--- config.mk ---
export PLATFORM = sky130hd
export DESIGN_NAME = sqw_front
export DESIGN_NICKNAME = d
export VERILOG_FILES = /design/src/design/sqw_pkg.sv /design/src/design/sqw_front.sv
export SDC_FILE = /design/constraint.sdc
export NUM_CORES = 1
export LEC_CHECK = 0
export BUFFER_PORTS_ARGS = -buffer_cell sky130_fd_sc_hd__clkbuf_2
export CAP_MARGIN = 0
export CORE_MARGIN = 10
export CORE_UTILIZATION = 65
export CTS_CLUSTER_DIAMETER = 40
export DETAILED_ROUTE_END_ITERATION = 10
export HOLD_SLACK_MARGIN = 0.1
export MAX_ROUTING_LAYER = met4
export PLACE_DENSITY = 0.87
export SYNTH_ARGS = -nofsm -noshare
export SYNTH_HDL_FRONTEND = slang
export SYNTH_SLANG_ARGS = --single-unit
--- constraint.sdc ---
create_clock -name i_clk -period 25.6 [get_ports i_clk]
set_input_delay 1.28 -clock i_clk [delete_from_list [all_inputs] [get_ports i_clk]]
set_output_delay 1.28 -clock i_clk [all_outputs]
set_load 0.05 [all_outputs]
--- src/design/sqw_pkg.sv ---
// Shared types, constants and codes for the screen quad to world vertex block.
package sqw_pkg;

    localparam int COORD_BITS_DEF   = 21;
    localparam int SINE_ENTRIES_DEF = 1024;

    localparam int OUT_W   = 21;
    localparam int SCR_W   = 16;
    localparam int CFG_W   = 63;
    localparam int STEP_W  = 16;
    localparam int DEPTH_W = 32;
    localparam int TRIG_W  = 16;
    localparam int SX_W    = 23;
    localparam int VEC_W   = 22;

    localparam logic [31:0] ANG_RECIP  = 32'd1491309;
    localparam int          ANG_SHIFT  = 26;
    localparam logic [31:0] DIV15_MUL  = 32'h8888_8889;
    localparam int          DIV15_SH   = 35;
    localparam int          QOFS_BITS  = 22;
    localparam logic [STEP_W-1:0] STEP_RESET = 16'd655;

    typedef enum logic [1:0] {
        OP_BEGIN = 2'd0,
        OP_AXIS  = 2'd1,
        OP_ROT   = 2'd2
    } t_op;

    typedef enum logic [2:0] {
        REG_ORIGIN  = 3'd0,
        REG_RIGHT   = 3'd1,
        REG_DOWN    = 3'd2,
        REG_FORWARD = 3'd3,
        REG_STEP    = 3'd4
    } t_reg;

    typedef enum logic [1:0] {
        F_IDLE,
        F_ANGLE,
        F_SINE,
        F_PUSH
    } t_fstate;

    typedef enum logic [2:0] {
        B_IDLE,
        B_ROTMUL,
        B_SCREEN,
        B_PLANE,
        B_SUM,
        B_RECIP,
        B_OUT
    } t_bstate;

    typedef struct packed {
        logic                      is_rot;
        logic signed [SCR_W-1:0]   x;
        logic signed [SCR_W-1:0]   y;
        logic signed [SCR_W-1:0]   w;
        logic signed [SCR_W-1:0]   h;
        logic signed [TRIG_W-1:0]  sn;
        logic signed [TRIG_W-1:0]  cs;
        logic        [DEPTH_W-1:0] depth;
    } t_job;

    typedef struct packed {
        logic push;
        logic pop;
        logic full;
        logic empty;
    } t_qctl;

endpackage

--- src/design/sqw_front.sv ---
// Front part: accepts requests, tracks depth, finds sine and cosine for rotated rects.
module sqw_front #(
    parameter int SINE_TABLE_ENTRIES = sqw_pkg::SINE_ENTRIES_DEF
) (
    input  logic                          i_clk,
    input  logic                          i_rst_n,
    input  logic                          i_valid,
    output logic                          o_ready,
    input  logic [1:0]                    i_op,
    input  logic signed [sqw_pkg::SCR_W-1:0] i_x,
    input  logic signed [sqw_pkg::SCR_W-1:0] i_y,
    input  logic signed [sqw_pkg::SCR_W-1:0] i_w,
    input  logic signed [sqw_pkg::SCR_W-1:0] i_h,
    input  logic signed [sqw_pkg::SCR_W-1:0] i_rot,
    input  logic [sqw_pkg::STEP_W-1:0]    i_step,
    input  logic                          i_full,
    output logic                          o_push,
    output sqw_pkg::t_job                 o_job
);

    localparam int L = $clog2(SINE_TABLE_ENTRIES);

    sqw_pkg::t_fstate r_state, n_state;
    logic signed [sqw_pkg::SCR_W-1:0] r_x, r_y, r_w, r_h;
    logic        r_is_rot;
    logic [20:0] r_m;
    logic [15:0] r_u;
    logic        r_sel;
    logic [1:0]  r_step;
    logic [15:0] r_x2, r_y2;
    logic signed [sqw_pkg::TRIG_W-1:0] r_sn, r_cs;
    logic [sqw_pkg::DEPTH_W-1:0] r_depth;

    logic        acc;
    logic [17:0] a_pos;
    logic [28:0] n_ang;
    logic [41:0] rprod;
    logic [15:0] qang;
    logic [15:0] uu;
    logic [15:0] tt;
    logic [15:0] ma, mb;
    logic [31:0] mprod;
    logic [15:0] mres;
    logic signed [sqw_pkg::TRIG_W-1:0] sres;
    logic [32:0] nd;

    assign o_ready = (r_state == sqw_pkg::F_IDLE);
    assign acc     = i_valid && o_ready;

    always_comb begin
        a_pos = 18'($signed(i_rot)) + 18'd46080;
        n_ang = (29'(a_pos) << L) + 29'd11520;
        rprod = 42'(r_m) * 42'(sqw_pkg::ANG_RECIP);
        qang  = rprod[sqw_pkg::ANG_SHIFT +: 16];
        uu    = r_sel ? (r_u + 16'd16384) : r_u;
        tt    = uu[14] ? (16'd16384 - {2'b00, uu[13:0]}) : {2'b00, uu[13:0]};
        case (r_step)
            2'd0:    begin ma = tt;   mb = tt;       end
            2'd1:    begin ma = r_x2; mb = 16'd1160; end
            2'd2:    begin ma = r_x2; mb = r_y2;     end
            default: begin ma = tt;   mb = r_y2;     end
        endcase
        mprod = 32'(ma) * 32'(mb);
        mres  = mprod[29:14];
        sres  = uu[15] ? -$signed(mres) : $signed(mres);
        nd    = 33'(r_depth) + 33'(i_step);
    end

    always_comb begin
        n_state = r_state;
        o_push  = 1'b0;
        case (r_state)
            sqw_pkg::F_IDLE: begin
                if (acc) begin
                    case (i_op)
                        sqw_pkg::OP_AXIS: n_state = sqw_pkg::F_PUSH;
                        sqw_pkg::OP_ROT:  n_state = sqw_pkg::F_ANGLE;
                        default:          n_state = sqw_pkg::F_IDLE;
                    endcase
                end
            end
            sqw_pkg::F_ANGLE: n_state = sqw_pkg::F_SINE;
            sqw_pkg::F_SINE: begin
                if (r_step == 2'd3 && r_sel) begin
                    n_state = sqw_pkg::F_PUSH;
                end
            end
            sqw_pkg::F_PUSH: begin
                if (!i_full) begin
                    o_push  = 1'b1;
                    n_state = sqw_pkg::F_IDLE;
                end
            end
            default: n_state = sqw_pkg::F_IDLE;
        endcase
    end

    always_ff @(posedge i_clk) begin
        if (!i_rst_n) begin
            r_state <= sqw_pkg::F_IDLE;
            r_depth <= '0;
            r_sel   <= 1'b0;
            r_step  <= 2'd0;
        end else begin
            r_state <= n_state;
            if (acc && i_op == sqw_pkg::OP_BEGIN) begin
                r_depth <= sqw_pkg::DEPTH_W'(i_step);
            end
            if (o_push) begin
                r_depth <= nd[32] ? '1 : nd[31:0];
            end
            if (r_state == sqw_pkg::F_ANGLE) begin
                r_sel  <= 1'b0;
                r_step <= 2'd0;
            end
            if (r_state == sqw_pkg::F_SINE) begin
                r_step <= r_step + 2'd1;
                if (r_step == 2'd3) begin
                    r_sel <= 1'b1;
                end
            end
        end
    end

    always_ff @(posedge i_clk) begin
        if (acc) begin
            r_x      <= i_x;
            r_y      <= i_y;
            r_w      <= i_w;
            r_h      <= i_h;
            r_is_rot <= (i_op == sqw_pkg::OP_ROT);
            r_m      <= 21'(n_ang >> 9);
        end
        if (r_state == sqw_pkg::F_ANGLE) begin
            r_u <= 16'(qang[L-1:0]) << (16 - L);
        end
        if (r_state == sqw_pkg::F_SINE) begin
            case (r_step)
                2'd0:    r_x2 <= mres;
                2'd1:    r_y2 <= 16'd10512 - mres;
                2'd2:    r_y2 <= 16'd25736 - mres;
                default: begin
                    if (r_sel) begin
                        r_cs <= sres;
                    end else begin
                        r_sn <= sres;
                    end
                end
            endcase
        end
    end

    always_comb begin
        o_job.is_rot = r_is_rot;
        o_job.x      = r_x;
        o_job.y      = r_y;
        o_job.w      = r_w;
        o_job.h      = r_h;
        o_job.sn     = r_sn;
        o_job.cs     = r_cs;
        o_job.depth  = r_depth;
    end

endmodule

==> impl_metrics.env <==
export IMPL_cts_sinks=194
export IMPL_hpwl_microns=50190
export IMPL_use_met3=0.05655
export IMPL_cp_slowest_stage_delay_ns=0.80
export IMPL_final_layout_size_suffix_gt1_frac=0.1347
export IMPL_cts_buffer_depth=2
export IMPL_die_h_microns=204.8
export IMPL_clock_fmax_mhz=103.8
export IMPL_cts_setup_buffers=0
export IMPL_layout_common_cells="inv_1 (450), fa_1 (295), ha_1 (283)"
export IMPL_place_port_buffers=232
export IMPL_viasPerCell=5.841
export IMPL_critPathMaxFanout=7
export IMPL_core_sq_mm=0.03362
export IMPL_nFillCells=2339
export IMPL_cts_hold_buf=0
export IMPL_cp_common_cell="fa_1"
export IMPL_first_global_vias=18470
export IMPL_final_common_cell="inv_1"
export IMPL_whs_ns=0.5469
export IMPL_track_usage=0.3042
export IMPL_dr_pass1_iters=6
export IMPL_crit_path_top_delay_cell="mux2i_1"
export IMPL_seq_area_frac_synth=0.2458
export IMPL_hold_viol=0
export IMPL_synth_simple_gate_area_frac=0.1049
export IMPL_cts_resized=0
export IMPL_worst_pin_slew_ns=1.294
export IMPL_detail_route_antenna_nets=0
export IMPL_row_count=67
export IMPL_ios=233
export IMPL_avgRoutedWirePerCell_microns=21.18
export IMPL_grt_pass1_wl_microns=96580
export IMPL_start_util=0.6603
export IMPL_post_route_period_util=0.3764
export IMPL_relSlewSlack=0.1341
export IMPL_ys_types=86
export IMPL_die_area_sq_mm=0.04194
export IMPL_cts_tree="built"
export IMPL_syn_area_sq_mm=0.02220
export IMPL_grt_start_max_net_pins=73
export IMPL_finalClockSkew_ns=0.01701
export IMPL_syn_area_per_cell_sq_um=10.13
export IMPL_drt_iter0_markers=1086
export IMPL_synthAdderAreaFrac=0.4256
export IMPL_synthXorXnorAreaFrac=0.03980
export IMPL_syn_inst=2192
export IMPL_holdCritPathClass="reg2reg"
export IMPL_synth_compound_area_frac=0.08152
export IMPL_status="complete, no violations"
export IMPL_min_delay_worst_endpoint="r_depth[28]"
export IMPL_die_width_microns=204.8
export IMPL_reg2reg_slack_ns=15.96
export IMPL_hold_path_cell_count=2
export IMPL_criticalPathCategory="reg2reg"
export IMPL_root_buffer="clkbuf_16"
export IMPL_met2_usage=0.5152
export IMPL_antenna_found_initial=1
export IMPL_synth_edf_count=157
export IMPL_grt_busiest_layer="met2"
export IMPL_fin_tns_setup_ns=0
export IMPL_start_kind="register"
export IMPL_cts_inserted_buffers=17
export IMPL_grt_overflow_total=0
export IMPL_met1_usage=0.3361
export IMPL_cp_data_required_time_ns=25.78
export IMPL_nets=3079
export IMPL_ys_async_sr_fraction=0
export IMPL_ys_seq_elements=194
export IMPL_gp_congestion=1.015
export IMPL_yosysWarnings=0
export IMPL_cp_end_kind="register"
export IMPL_maxSlewViolCount=0
export IMPL_htree_levels=4
export IMPL_drc=0
export IMPL_rr_worst_depth=29
export IMPL_synthesis_nets=2872
export IMPL_clk_pin_slew_ns=0.09
export IMPL_insertion_delay_ns=0.45
export IMPL_routed_wirelength_microns=60590
export IMPL_cap_violations=0
export IMPL_r2r_end="r_cs[15]"
export IMPL_worstPathArrival_ns=9.81
export IMPL_report_final_setup_viol=0
export IMPL_regToRegStartpoint="r_u[9]"
export IMPL_vias=16710
export IMPL_period_minus_slack_ns=9.637
export IMPL_syn_to_final_growth_pct=9.933
export IMPL_synth_top_flop_cell="edfxtp_1"
export IMPL_rsz0062_at_grt="no"
export IMPL_worstHoldStart="r_depth[28]"
export IMPL_muxShareOfSynthArea=0.01466
export IMPL_synth_top_family_by_area="adder cells"
## final cells by class
class                      instances  area [sq um]  share of cell area
antenna                            1         2.502           0.0001026
multi-input combinational       1488         14800              0.6065
sequential                       194          5455              0.2236
inverter                         453          1700             0.06969
tap                              448         560.5             0.02297
clock inverter                    15         197.7            0.008102
clock buffer                      17         425.4             0.01743
timing repair buffer             245          1259             0.05159
## synth_stat cells, drive strengths merged (8+ instances only)
cell    count  area share
a211oi     16      0.0054
a21o       15      0.0051
a21oi      69       0.016
a31oi      18      0.0051
and2       39       0.011
and3       10      0.0028
clkbuf     51      0.0086
dfxtp      37       0.033
edfxtp    157        0.21
fa        295        0.27
ha        283        0.16
inv       452       0.076
mux2       20       0.010
mux2i      10      0.0045
nand2     226       0.038
nand2b      9      0.0025
nand3      25      0.0056
nand4       8      0.0023
nor2      136       0.023
nor2b       9      0.0025
nor3       26      0.0061
o21a       19      0.0064
o21ai      52       0.012
o21bai      9      0.0030
o31ai       9      0.0033
xnor2      64       0.027
xor2       33       0.013
## per-stage QoR
stage / setup slack (ns) / utilization / cells / cell area (sq um)
after floorplan: 16.99 / - / 2192 / 22200
after global placement: 16.40 / 0.7072 / 2828 / 23770
after detailed placement: 16.20 / 0.7072 / 2828 / 23770
after CTS: 16.06 / 0.7258 / 2860 / 24400
after global routing: 15.39 / 0.7258 / 2861 / 24400
final: 15.96 / 0.7258 / 2861 / 24400
## registers in the layout, summed over array words and instances (netlist names), 2 cells and up
name and flops:
r_cs 16, r_depth 32, r_h 16, r_m 18, r_sn 16, r_state 2, r_step 2, r_u 10
r_w 16, r_x 16, r_x2 16, r_y 16, r_y2 16
## how the worst max path moves through the flow
| stage | end | from | depth (start not counted) |
|---|---|---|---|
| after detailed placement | r_cs[15] | r_u[9] | 29 |
| final | r_cs[15] | r_u[9] | 29 |
| after global placement | r_y2[15] | r_u[9] | 34 |
| after global routing | r_y2[15] | r_step[0] | 34 |
| after CTS | r_y2[14] | r_u[9] | 34 |
| after floorplan | r_y2[15] | r_u[9] | 29 |
## worst max-delay path: cells and delay by family (launching register included)
| kind | cells | cell delay, ns |
|---|---|---|
| AO/OA/AOI/OAI | 5 | 1.39 |
| adder cells (fa/ha/maj) | 7 | 3.53 |
| flip-flops | 1 | 0.42 |
| XOR/XNOR | 3 | 0.92 |
| multiplexers | 1 | 0.80 |
| AND/OR/NAND/NOR | 8 | 1.74 |
| buffers and inverters | 5 | 0.59 |
## metal layers
metal  share of wire  wire [microns]
met5               0               0
met4           0.059            3584
met3           0.073            4408
met2            0.50           30430
met1            0.37           22170
## kinds of logic after synthesis
| logic type | Yosys count |
|---|---|
| fa+ha+maj | 578 |
| flops | 194 |
| buf+inv | 510 |
| compound gates | 262 |
| other cells | 1 |
| xor+xnor | 97 |
| simple gates | 520 |
| mux | 30 |
Power is left out: the tool's default activity adds up to more than one toggle a clock period on the data nets, which glitch-free logic cannot reach.
