**src/design/sqw_pkg.sv**
```systemverilog
// Shared types, constants and codes for the screen quad to world vertex block.
package sqw_pkg;

    localparam int COORD_BITS_DEF   = 21;
    localparam int SINE_ENTRIES_DEF = 1024;

    localparam int OUT_W   = 21;
    localparam int SCR_W   = 16;
    localparam int CFG_W   = 63;
    localparam int STEP_W  = 16;
    localparam int DEPTH_W = 32;
    localparam int TRIG_W  = 16;
    localparam int SX_W    = 23;
    localparam int VEC_W   = 22;

    localparam logic [31:0] ANG_RECIP  = 32'd1491309;
    localparam int          ANG_SHIFT  = 26;
    localparam logic [31:0] DIV15_MUL  = 32'h8888_8889;
    localparam int          DIV15_SH   = 35;
    localparam int          QOFS_BITS  = 22;
    localparam logic [STEP_W-1:0] STEP_RESET = 16'd655;

    typedef enum logic [1:0] {
        OP_BEGIN = 2'd0,
        OP_AXIS  = 2'd1,
        OP_ROT   = 2'd2
    } t_op;

    typedef enum logic [2:0] {
        REG_ORIGIN  = 3'd0,
        REG_RIGHT   = 3'd1,
        REG_DOWN    = 3'd2,
        REG_FORWARD = 3'd3,
        REG_STEP    = 3'd4
    } t_reg;

    typedef enum logic [1:0] {
        F_IDLE,
        F_ANGLE,
        F_SINE,
        F_PUSH
    } t_fstate;

    typedef enum logic [2:0] {
        B_IDLE,
        B_ROTMUL,
        B_SCREEN,
        B_PLANE,
        B_SUM,
        B_RECIP,
        B_OUT
    } t_bstate;

    typedef struct packed {
        logic                      is_rot;
        logic signed [SCR_W-1:0]   x;
        logic signed [SCR_W-1:0]   y;
        logic signed [SCR_W-1:0]   w;
        logic signed [SCR_W-1:0]   h;
        logic signed [TRIG_W-1:0]  sn;
        logic signed [TRIG_W-1:0]  cs;
        logic        [DEPTH_W-1:0] depth;
    } t_job;

    typedef struct packed {
        logic push;
        logic pop;
        logic full;
        logic empty;
    } t_qctl;

endpackage

```
**src/design/sqw_queue.sv**
```systemverilog
// Two-entry job queue between the front and back parts.
module sqw_queue (
    input  logic          i_clk,
    input  logic          i_rst_n,
    input  logic          i_push,
    input  sqw_pkg::t_job i_job,
    input  logic          i_pop,
    output sqw_pkg::t_job o_job,
    output logic          o_full,
    output logic          o_empty
);

    sqw_pkg::t_job r_mem [2];
    logic          r_wp;
    logic          r_rp;
    logic [1:0]    r_cnt;

    always_ff @(posedge i_clk) begin
        if (i_push) begin
            r_mem[r_wp] <= i_job;
        end
    end

    always_ff @(posedge i_clk) begin
        if (!i_rst_n) begin
            r_wp  <= 1'b0;
            r_rp  <= 1'b0;
            r_cnt <= 2'd0;
        end else begin
            if (i_push) begin
                r_wp <= ~r_wp;
            end
            if (i_pop) begin
                r_rp <= ~r_rp;
            end
            r_cnt <= r_cnt + 2'(i_push) - 2'(i_pop);
        end
    end

    assign o_job   = r_mem[r_rp];
    assign o_full  = (r_cnt == 2'd2);
    assign o_empty = (r_cnt == 2'd0);

    a_no_overflow: assert property (@(posedge i_clk) disable iff (!i_rst_n)
        o_full |-> !i_push) else $error("push into full queue");
    a_no_underflow: assert property (@(posedge i_clk) disable iff (!i_rst_n)
        o_empty |-> !i_pop) else $error("pop from empty queue");
    a_count_range: assert property (@(posedge i_clk) disable iff (!i_rst_n)
        r_cnt != 2'd3) else $error("queue count out of range");

endmodule

```
**config.mk**
```make
export PLATFORM = sky130hd
export DESIGN_NAME = sqw_queue
export DESIGN_NICKNAME = d
export VERILOG_FILES = /design/src/design/sqw_pkg.sv /design/src/design/sqw_queue.sv
export SDC_FILE = /design/constraint.sdc
export NUM_CORES = 1
export LEC_CHECK = 0
export BUFFER_PORTS_ARGS = -buffer_cell sky130_fd_sc_hd__buf_2
export CORE_MARGIN = 2
export CORE_UTILIZATION = 33
export DETAILED_ROUTE_END_ITERATION = 8
export HOLD_SLACK_MARGIN = 0.02
export PLACE_DENSITY = 0.64
export SETUP_SLACK_MARGIN = 0.5
export SYNTH_ARGS = -nofsm -noshare
export SYNTH_HDL_FRONTEND = slang
export SYNTH_SLANG_ARGS = --single-unit
```
**constraint.sdc**
```tcl
create_clock -name i_clk -period 11.9 [get_ports i_clk]
set_clock_uncertainty 0.1 [all_clocks]
set_input_delay 1.785 -clock i_clk [delete_from_list [all_inputs] [get_ports i_clk]]
set_output_delay 1.785 -clock i_clk [all_outputs]
set_load 0.1 [all_outputs]
```
==> out/results.tsv, run 1 <==
metric	value	unit
ff2ff_path_depth	2	
cts_sinks	263	
drive_above_1_share	60.19	%
maxSlewHeadroom	35.35	%
hold_path_depth	2	
vias	4842	
r2r-start	r_wp$_SDFFE_PN0P_	
grt_pass1_vias	5121	
path_cells	buf_4, mux2_2, buf_2	
hold_viol	0	
dr.pass1.iters	4	
grt_pass1_wl	28120	µm
port_buffers	263	
power_density	198.4	nW/µm²
synth_most_common_cell	edfxtp_1	
grt_usage	11.74	%
cts-buffers-inserted	28	
async_reset_ff_share	0	%
sequentialPowerShare	45.4	%
rsz0062_at_grt	no	
die_h	174.4	µm
multiInputGateArea	1580	µm²
tightest_slew	0.9697	ns
cts_setup_buffers	0	
ys_ff_latch	263	
cts_max_path_buffers	3	
cp.required	10.02	ns
die_x	174.4	µm
crit_type	reg -> out	
ctsHoldBuffers	0	
dpl-instance-area	11270	µm²
start_kind	flop	
die_area	30400	µm²
place_hpwl	11940	µm
ff_latch_area	7851	µm²
clkPwrFrac	33.1	%
hp-class	reg -> reg	
setup_violations	0	
min_from	r_rp$_SDFFE_PN0P_	
syn-cell-area	9577	µm²
ios	264	
post_synth_most_frequent_cells	258 x edfxtp_1, 129 x mux2_2, 13 x buf_6	
slew_violations	0	
ir_drop	0.0001123	V
worst_skew_pair.late_latency	0.52	ns
max_freq	200.3	MHz
synth_edf_count	258	
initial_core_util	33.46	%
clk_pin_slew	0.06	ns
wl	18600	µm
avgSynthCellArea	22.69	µm²
outcome	completed	
dr.first_iter.drc_count	267	
post-route-period-util	41.95	%
fin_crit	4.992	ns
switching_share	31.96	%
synthDistinctLibCells	13	
core-area	28630	µm²
grt_max_degree	71	
cts_resized	0	
cts_tree	built	
grt-ovfl-total	0	
switchingPower	0.7691	mW
drc	0	
crit_path_max_fanout	70	
wl_per_cell	16.66	µm
p_comb_share	21.6	%
yosysTopAreaCell	edfxtp_1	
critPathSlowestCell	dfxtp_4	
area_growth	26.68	%
fin_nets	840	
antenna_found_initial	5	
netlist_top_cells_area	edfxtp_1 81%, mux2_2 15%, buf_6 1.5%	
cap_violations	0	
rows	62	
fin_area	12130	µm²
yosysWarningCount	0	
fill_cells	2564	
yosys_most_used_dff	edfxtp_1	
place_congestion	0.7397	
whs	0.4824	ns
viasPerCell	4.339	
internal_power	1.637	mW
slowest_delay	0.89	ns
setup_tns	0	ns
cts-htree-levels	1	
worstPathArrival	3.11	ns
ys_seq_area_share	81.94	%
syn-num-nets	557	
syn_inst	422	
clk_root_buffer_cell	clkbuf_16	
p_leak	4.489	nW
ant_nets	0	
crit_path_end_kind	output pin	
netlist.area_leader.share	80.90	%
==> final timing paths <==
kind                                  end  slack [ns]
setup / recovery                o_job[33]        6.91
hold / removal                       flop        0.48
setup reg to reg  r_mem[1][100]$_DFFE_PP_        9.39
hold reg to reg                      flop        0.48
==> cell usage in the layout (no fill, tap or decap), types with 4 or more instances in the layout <==
cell,Yosys,routed
buf_2,1,263
edfxtp_1,258,258
mux2_2,129,129
clkbuf_16,0,29
clkbuf_1,0,10
diode_2,0,6
clkinv_2,0,6
buf_4,0,4
dfxtp_1,5,4
==> kinds of logic after synthesis <==
group	Yosys count	share of synthesized area, %
buf+inv	16	1.659
flops	263	81.94
fa+ha+maj	2	0.2613
xor+xnor	2	0.3266
mux	129	15.17
simple gates	9	0.5617
compound gates	1	0.07842
==> power by group through the flow <==
stage	combinational, mW	clock [mW]	sequential (mW)
global placement	0.520	0	1.11
detailed placement	0.522	0	1.11
floorplan	0.450	0	1.11
global route	0.536	0.857	1.10
CTS	0.524	0.827	1.09
finish	0.519	0.796	1.09
==> per-layer routing <==
metal | track usage (%) | part of all wire [%] | vias up | routed length (µm)
met1 | 13.95 | 40 | 2372 | 7356
met4 | 4.447 | 2.8 | 0 | 517
met2 | 19.79 | 49 | 172 | 9176
met5 | 0 | 0 | - | 0
li1 | - | - | 2257 | -
met3 | 3.915 | 8.3 | 41 | 1545
==> stage by stage <==
stage	util, %	total power, mW	std cells	worst slack (ns)
2_1_floorplan	-	1.556	422	3.759
3_3_place_gp	39.36	1.630	1059	7.383
3_5_place_dp	39.36	1.634	1059	7.362
4_1_cts	42.33	2.444	1110	6.773
5_1_grt	42.36	2.490	1113	6.693
6_report	42.38	2.406	1116	6.908
==> critical path, delay by kind of cell, from the launching register on <==
family / cells / cell delay, ns
mux: 1 / 0.32
flops: 1 / 0.89
buf+inv: 2 / 1.24
==> state kept, by name (all words and copies together) (netlist names), named ones only <==
register,flops
r_cnt,2
r_wp,1
r_mem,258
r_rp,1
==> area by class of cell <==
type | count | share of cell area, %
well taps | 384 | 3.960
multi-input cells | 143 | 13.03
flip-flops and latches | 263 | 64.72
clock inverters | 12 | 0.7219
repair buffers | 267 | 11.10
clock buffers | 39 | 6.291
inverters | 2 | 0.06188
diodes | 6 | 0.1238
Power figures use the tool's default switching activity.
==> run 2: changes to the inputs <==
==> constraint.sdc (replaced) <==
create_clock -name i_clk -period 5.1 [get_ports i_clk]
set_clock_uncertainty 0.1 [all_clocks]
set_input_delay 0.765 -clock i_clk [delete_from_list [all_inputs] [get_ports i_clk]]
set_output_delay 0.765 -clock i_clk [all_outputs]
set_load 0.1 [all_outputs]
==> run 2 against run 1 <==
Critical path depth is the same. Flip-flop and latch count unchanged. Setup slack lost 5.0 ns. Hold slack got worse by 0.16 ns. Sequential power rose by 130%. Clock-buffer cell count down 5. Critical endpoint is now o_job[4]. Largest cell class unchanged. Largest power group unchanged.
==> out/results.tsv, run 2 (same netlist as run 1, synthesis figures left out) <==
metric	value	unit	change
cap_violations	0		unchanged
dr.pass1.iters	4		unchanged
dr.first_iter.drc_count	158		was 267
most-common-layout-cells	263 x buf_2, 258 x edfxtp_1, 129 x mux2_2		unchanged
rsz0062_at_grt	no		unchanged
hold_path_depth	1		was 2
p_leak	4.565	nW	was 4.489 nW
cts_max_path_buffers	3		unchanged
port_buffers	263		unchanged
drive_above_1_share	60.49	%	was 60.19%
fin_crit	3.191	ns	
ir_drop	0.0002974	V	was 0.0001123 V
clk_pin_slew	0.06	ns	about the same
cts_resized	0		unchanged
whs	0.3211	ns	was 0.4824 ns
post-route-period-util	62.56	%	
rows	62		unchanged
grt-ovfl-total	0		unchanged
start_kind	flop		unchanged
cts_setup_buffers	0		unchanged
pre_cts_ws	2.319	ns	was 7.362 ns
top_register	r_mem		unchanged
tightest_slew	0.9656	ns	was 0.9697 ns
clk_root_buffer_cell	clkbuf_16		unchanged
fin_nets	842		was 840
area_growth	28.51	%	was 26.68%
initial_core_util	33.46	%	unchanged
die_area	30400	µm²	unchanged
cts-htree-levels	1		unchanged
crit_path_end_kind	output pin		unchanged
regToRegSetupSlack	2.96	ns	was 9.39 ns
die_x	174.4	µm	unchanged
fin_area	12310	µm²	was 12130 µm²
setup_violations	0		unchanged
grt_pass1_wl	26910	µm	was 28120 µm
worst_skew_pair.late_latency	0.52	ns	about the same
outcome	completed		unchanged
wl	18100	µm	was 18600 µm
ant_nets	0		unchanged
place_congestion	0.6974		was 0.7397
grt_pass1_vias	4958		was 5121
slew_violations	0		unchanged
wl_per_cell	16.22	µm	was 16.66 µm
fill_cells	2529		was 2564
grt_max_degree	119		was 71
max_freq	313.4	MHz	
fin_util	42.99	%	was 42.38%
drc	0		unchanged
hold_viol	0		unchanged
crit_type	reg -> out		unchanged
final_common_cell	buf_2		unchanged
core-area	28630	µm²	unchanged
setup_tns	0	ns	unchanged
cp.required	4.24	ns	was 10.02 ns
crit_path_max_fanout	118		was 70
ff2ff_path_depth	2		unchanged
grt_usage	11.19	%	was 11.74%
cts_sinks	263		unchanged
setup_ws	1.909	ns	was 6.908 ns
maxSlewHeadroom	35.49	%	was 35.35%
cts-buffers-inserted	28		unchanged
worstPathArrival	2.33	ns	was 3.11 ns
viasPerCell	4.344		was 4.339
largest_registers	r_mem x258, r_cnt x2		unchanged
cts_tree	built		unchanged
power_density	477.3	nW/µm²	was 198.4 nW/µm²
dpl-instance-area	11320	µm²	was 11270 µm²
largest_reg_flops	258		unchanged
ios	264		unchanged
vias	4848		was 4842
place_hpwl	11630	µm	was 11940 µm
die_h	174.4	µm	unchanged
hp-class	in -> reg		was reg -> reg
ctsHoldBuffers	0		unchanged
antenna_found_initial	6		was 5
[run 2: stage by stage]
stage | power [mW] | instances
global placement | 3.809 | 1061
CTS | 5.944 | 1113
finish | 5.874 | 1116
floorplan | 3.622 | 422
global route | 6.062 | 1115
detailed placement | 3.818 | 1061
[run 2: cell type report]
type	instances	area (µm²)	area share, %
Timing Repair Buffer	269	1399	11.37
Multi-Input combinational cell	143	1580	12.84
Sequential cell	263	7851	63.80
Tap cell	384	480.5	3.904
Clock buffer	34	744.5	6.049
Clock inverter	18	236.5	1.922
Inverter	2	7.507	0.06100
Antenna cell	3	7.507	0.06100
[run 2: routing by layer]
layer | vias to the layer above | share of wire [%] | global-route usage [%]
li1 | 2258 | - | -
met1 | 2381 | 39 | 13.27
met2 | 172 | 50 | 19.23
met3 | 35 | 8.6 | 3.675
met4 | 2 | 2.0 | 3.606
met5 | - | 0.077 | 0
[run 2: worst max-delay path, cell delays in order, from the launching register on]
cell and delay, ns:
dfxtp_4 0.45, buf_12 0.53, mux2_2 0.30, buf_2 0.42
[run 2: path summary, 6_finish.rpt]
| path | start | to |
|---|---|---|
| worst min-delay path | i_job[126] | r_mem[1][126]$_DFFE_PP_ |
| worst min register to register | r_rp$_SDFFE_PN0P_ | r_rp$_SDFFE_PN0P_ |
| worst max register to register | r_wp$_SDFFE_PN0P_ | r_mem[0][75]$_DFFE_PP_ |
| worst max-delay path | flop | o_job[4] |
[run 2: power breakdown]
group | internal, mW | total, mW | switching (mW)
sequential | 2.50 | 2.53 | 0.0279
combinational | 0.233 | 1.23 | 1.00
clock | 1.33 | 2.11 | 0.776
total | 4.07 | 5.87 | 1.81
==> run 3: changes to the inputs <==
--- a/config.mk
+++ b/config.mk
@@ -10,7 +10,7 @@
 export CORE_UTILIZATION = 33
 export DETAILED_ROUTE_END_ITERATION = 8
 export HOLD_SLACK_MARGIN = 0.02
-export PLACE_DENSITY = 0.64
+export PLACE_DENSITY = 0.66
 export SETUP_SLACK_MARGIN = 0.5
 export SYNTH_ARGS = -nofsm -noshare
 export SYNTH_HDL_FRONTEND = slang
==> constraint.sdc (replaced) <==
create_clock -name i_clk -period 2.7 [get_ports i_clk]
set_clock_uncertainty 0.1 [all_clocks]
set_input_delay 0.405 -clock i_clk [delete_from_list [all_inputs] [get_ports i_clk]]
set_output_delay 0.405 -clock i_clk [all_outputs]
set_load 0.1 [all_outputs]
==> run 3 against run 2 <==
Register-to-register slack worse by 2.0 ns. Hold slack worse by 0.19 ns. Clock power is 74% higher. First-iteration DRC count is 110% higher. Critical path type unchanged. Highest routed layer is now met4.
==> out/results.tsv, run 3 (same netlist as run 1, synthesis figures left out) <==
metric	value	unit	change
path_cells	buf_6, buf_12, buf_12, buf_16, mux2_4, buf_12		was buf_12, mux2_2, buf_2
cts-buffers-inserted	28		unchanged
ff2ff_path_depth	2		unchanged
largest_registers	r_mem x258, r_cnt x2		unchanged
power_density	747.2	nW/µm²	was 477.3 nW/µm²
dpl.cell_count	1065		was 1061
dpl-instance-area	11390	µm²	was 11320 µm²
slowest_delay	0.38	ns	was 0.53 ns
clk_root_buffer_cell	clkbuf_16		unchanged
outcome	completed		unchanged
final_common_cell	edfxtp_1		was buf_2
crit_path_max_fanout	5		was 118
ff_latch_area	7851	µm²	unchanged
max_freq	413.2	MHz	
cap_violations	0		unchanged
hp-class	in -> reg		unchanged
dr.pass1.iters	5		was 4
grt_pass1_vias	6124		was 4958
area_growth	65.87	%	was 28.51%
viasPerCell	4.453		was 4.344
grt_usage	14.34	%	was 11.19%
cp_common_cell	buf_12		
die_x	174.4	µm	unchanged
setup_ws	0.2798	ns	was 1.909 ns
fill_cells	2094		was 2529
cts_sinks	263		unchanged
critPathTopFamily	buffers and inverters		unchanged
crit_path_end_kind	output pin		unchanged
post-route-period-util	89.64	%	
ir_drop	0.0005151	V	was 0.0002974 V
ios	264		unchanged
fin_area	15890	µm²	was 12310 µm²
setup_violations	0		unchanged
p_leak	6.183	nW	was 4.565 nW
min_from	i_pop		was i_job[126]
antenna_found_initial	1		was 6
fin_crit	2.420	ns	
die_h	174.4	µm	unchanged
dr.first_iter.drc_count	325		was 158
largest_reg_flops	258		unchanged
port_buffers	263		unchanged
hold_path_depth	3		was 1
cts-htree-levels	1		unchanged
tightest_slew	0.5270	ns	was 0.9656 ns
cp.required	2.19	ns	was 4.24 ns
crit_type	reg -> out		unchanged
vias	5669		was 4848
maxSlewHeadroom	64.87	%	was 35.49%
core-area	28630	µm²	unchanged
whs	0.1337	ns	was 0.3211 ns
grt_pass1_wl	34070	µm	was 26910 µm
wl	25150	µm	was 18100 µm
cts_tree	built		unchanged
grt_max_degree	74		was 119
rows	62		unchanged
place_hpwl	12400	µm	was 11630 µm
drc	0		unchanged
worstPathArrival	1.92	ns	was 2.33 ns
stdcell_count	1273		was 1116
wl_per_cell	19.75	µm	was 16.22 µm
regToRegSetupSlack	1.01	ns	was 2.96 ns
worst_skew_pair.late_latency	0.53	ns	was 0.52 ns
slew_violations	0		unchanged
place_congestion	0.7124		was 0.6974
hold_viol	0		unchanged
rsz0062_at_grt	yes		was no
crit_buf_inv	5		was 2
fin_util	55.49	%	was 42.99%
cts_max_path_buffers	3		unchanged
clk_pin_slew	0.06	ns	about the same
r2r-start	r_wp$_SDFFE_PN0P_		unchanged
fin_nets	1001		was 842
multiInputGateArea	1902	µm²	was 1580 µm²
critPathSlowestCell	dfxtp_4		was buf_12
regToRegEndpoint	r_mem[1][101]$_DFFE_PP_		was r_mem[0][75]$_DFFE_PP_
die_area	30400	µm²	unchanged
pre_cts_ws	0.7498	ns	was 2.319 ns
initial_core_util	33.46	%	unchanged
grt-ovfl-total	0		unchanged
most-common-layout-cells	258 x edfxtp_1, 135 x buf_2, 130 x dlygate4sd3_1		was 263 x buf_2, 258 x edfxtp_1, 129 x mux2_2
top_register	r_mem		unchanged
ant_nets	0		unchanged
start_kind	flop		unchanged
drive_above_1_share	53.04	%	was 60.49%
run 3: cell count changes in the layout (fill, tap and decap cells not counted), sizes merged, moves of 2 or more:
cell and change:
buf +24, clkbuf +7, dlygate4sd3 +130, bufinv -4
diode -2
run 3: per-stage QoR:
| stage | total power, mW | setup TNS, ns |
|---|---|---|
| after floorplan | 6.837 | -24.18 |
| after detailed placement | 7.226 | 0 |
| after global placement | 7.201 | 0 |
| final | 11.87 | 0 |
| after CTS | 11.37 | 0 |
| after global routing | 12.24 | 0 |
run 3: layout make-up:
cell class                 instances  area share, %
clock buffer                      36          4.734
clock inverter                    16         0.8507
sequential                       263          49.43
timing repair buffer             428          29.93
multi-input combinational        143          11.97
inverter                           2        0.04726
tap                              384          3.025
antenna                            1        0.01575
run 3: worst max path at each step:
stage          cells after the start               endpoint   start  slack [ns]
3_3_place_gp                       3              o_job[73]    flop        0.77
3_5_place_dp                       3              o_job[77]    flop        0.75
2_1_floorplan                      1  r_mem[0][0]$_DFFE_PP_  i_push       -0.19
6_report                           6              o_job[24]    flop        0.28
5_1_grt                            6              o_job[24]    flop        0.23
4_1_cts                            5             o_job[106]    flop        0.21
run 3: what timing repair did:
item | in CTS | in global routing
endpoints found under the hold margin | 261 | 0
hold buffers | 130 | 0
setup endpoints to repair | 129 | 129
gates cloned | 7 | 7
setup buffers | 4 | 7
gates resized for setup | 171 | 388
run 3: worst reg2reg max path, stage by stage (launching register included):
cell and delay (ns):
dfxtp_1 0.38, and2_4 0.51, buf_4 0.38
run 3: report_power, final:
group	internal, mW	switching, mW	total, mW
clock network	2.15	1.52	3.68
registers	4.72	0.0669	4.79
logic	1.27	2.13	3.40
run 3: layer usage:
metal / GRT usage [%] / share of wire [%] / up-vias
li1: - / - / 2578
met1: 16.22 / 37 / 2853
met2: 26.29 / 55 / 189
met3: 2.997 / 5.3 / 49
met4: 5.742 / 2.9 / 0
met5: 0 / 0 / -
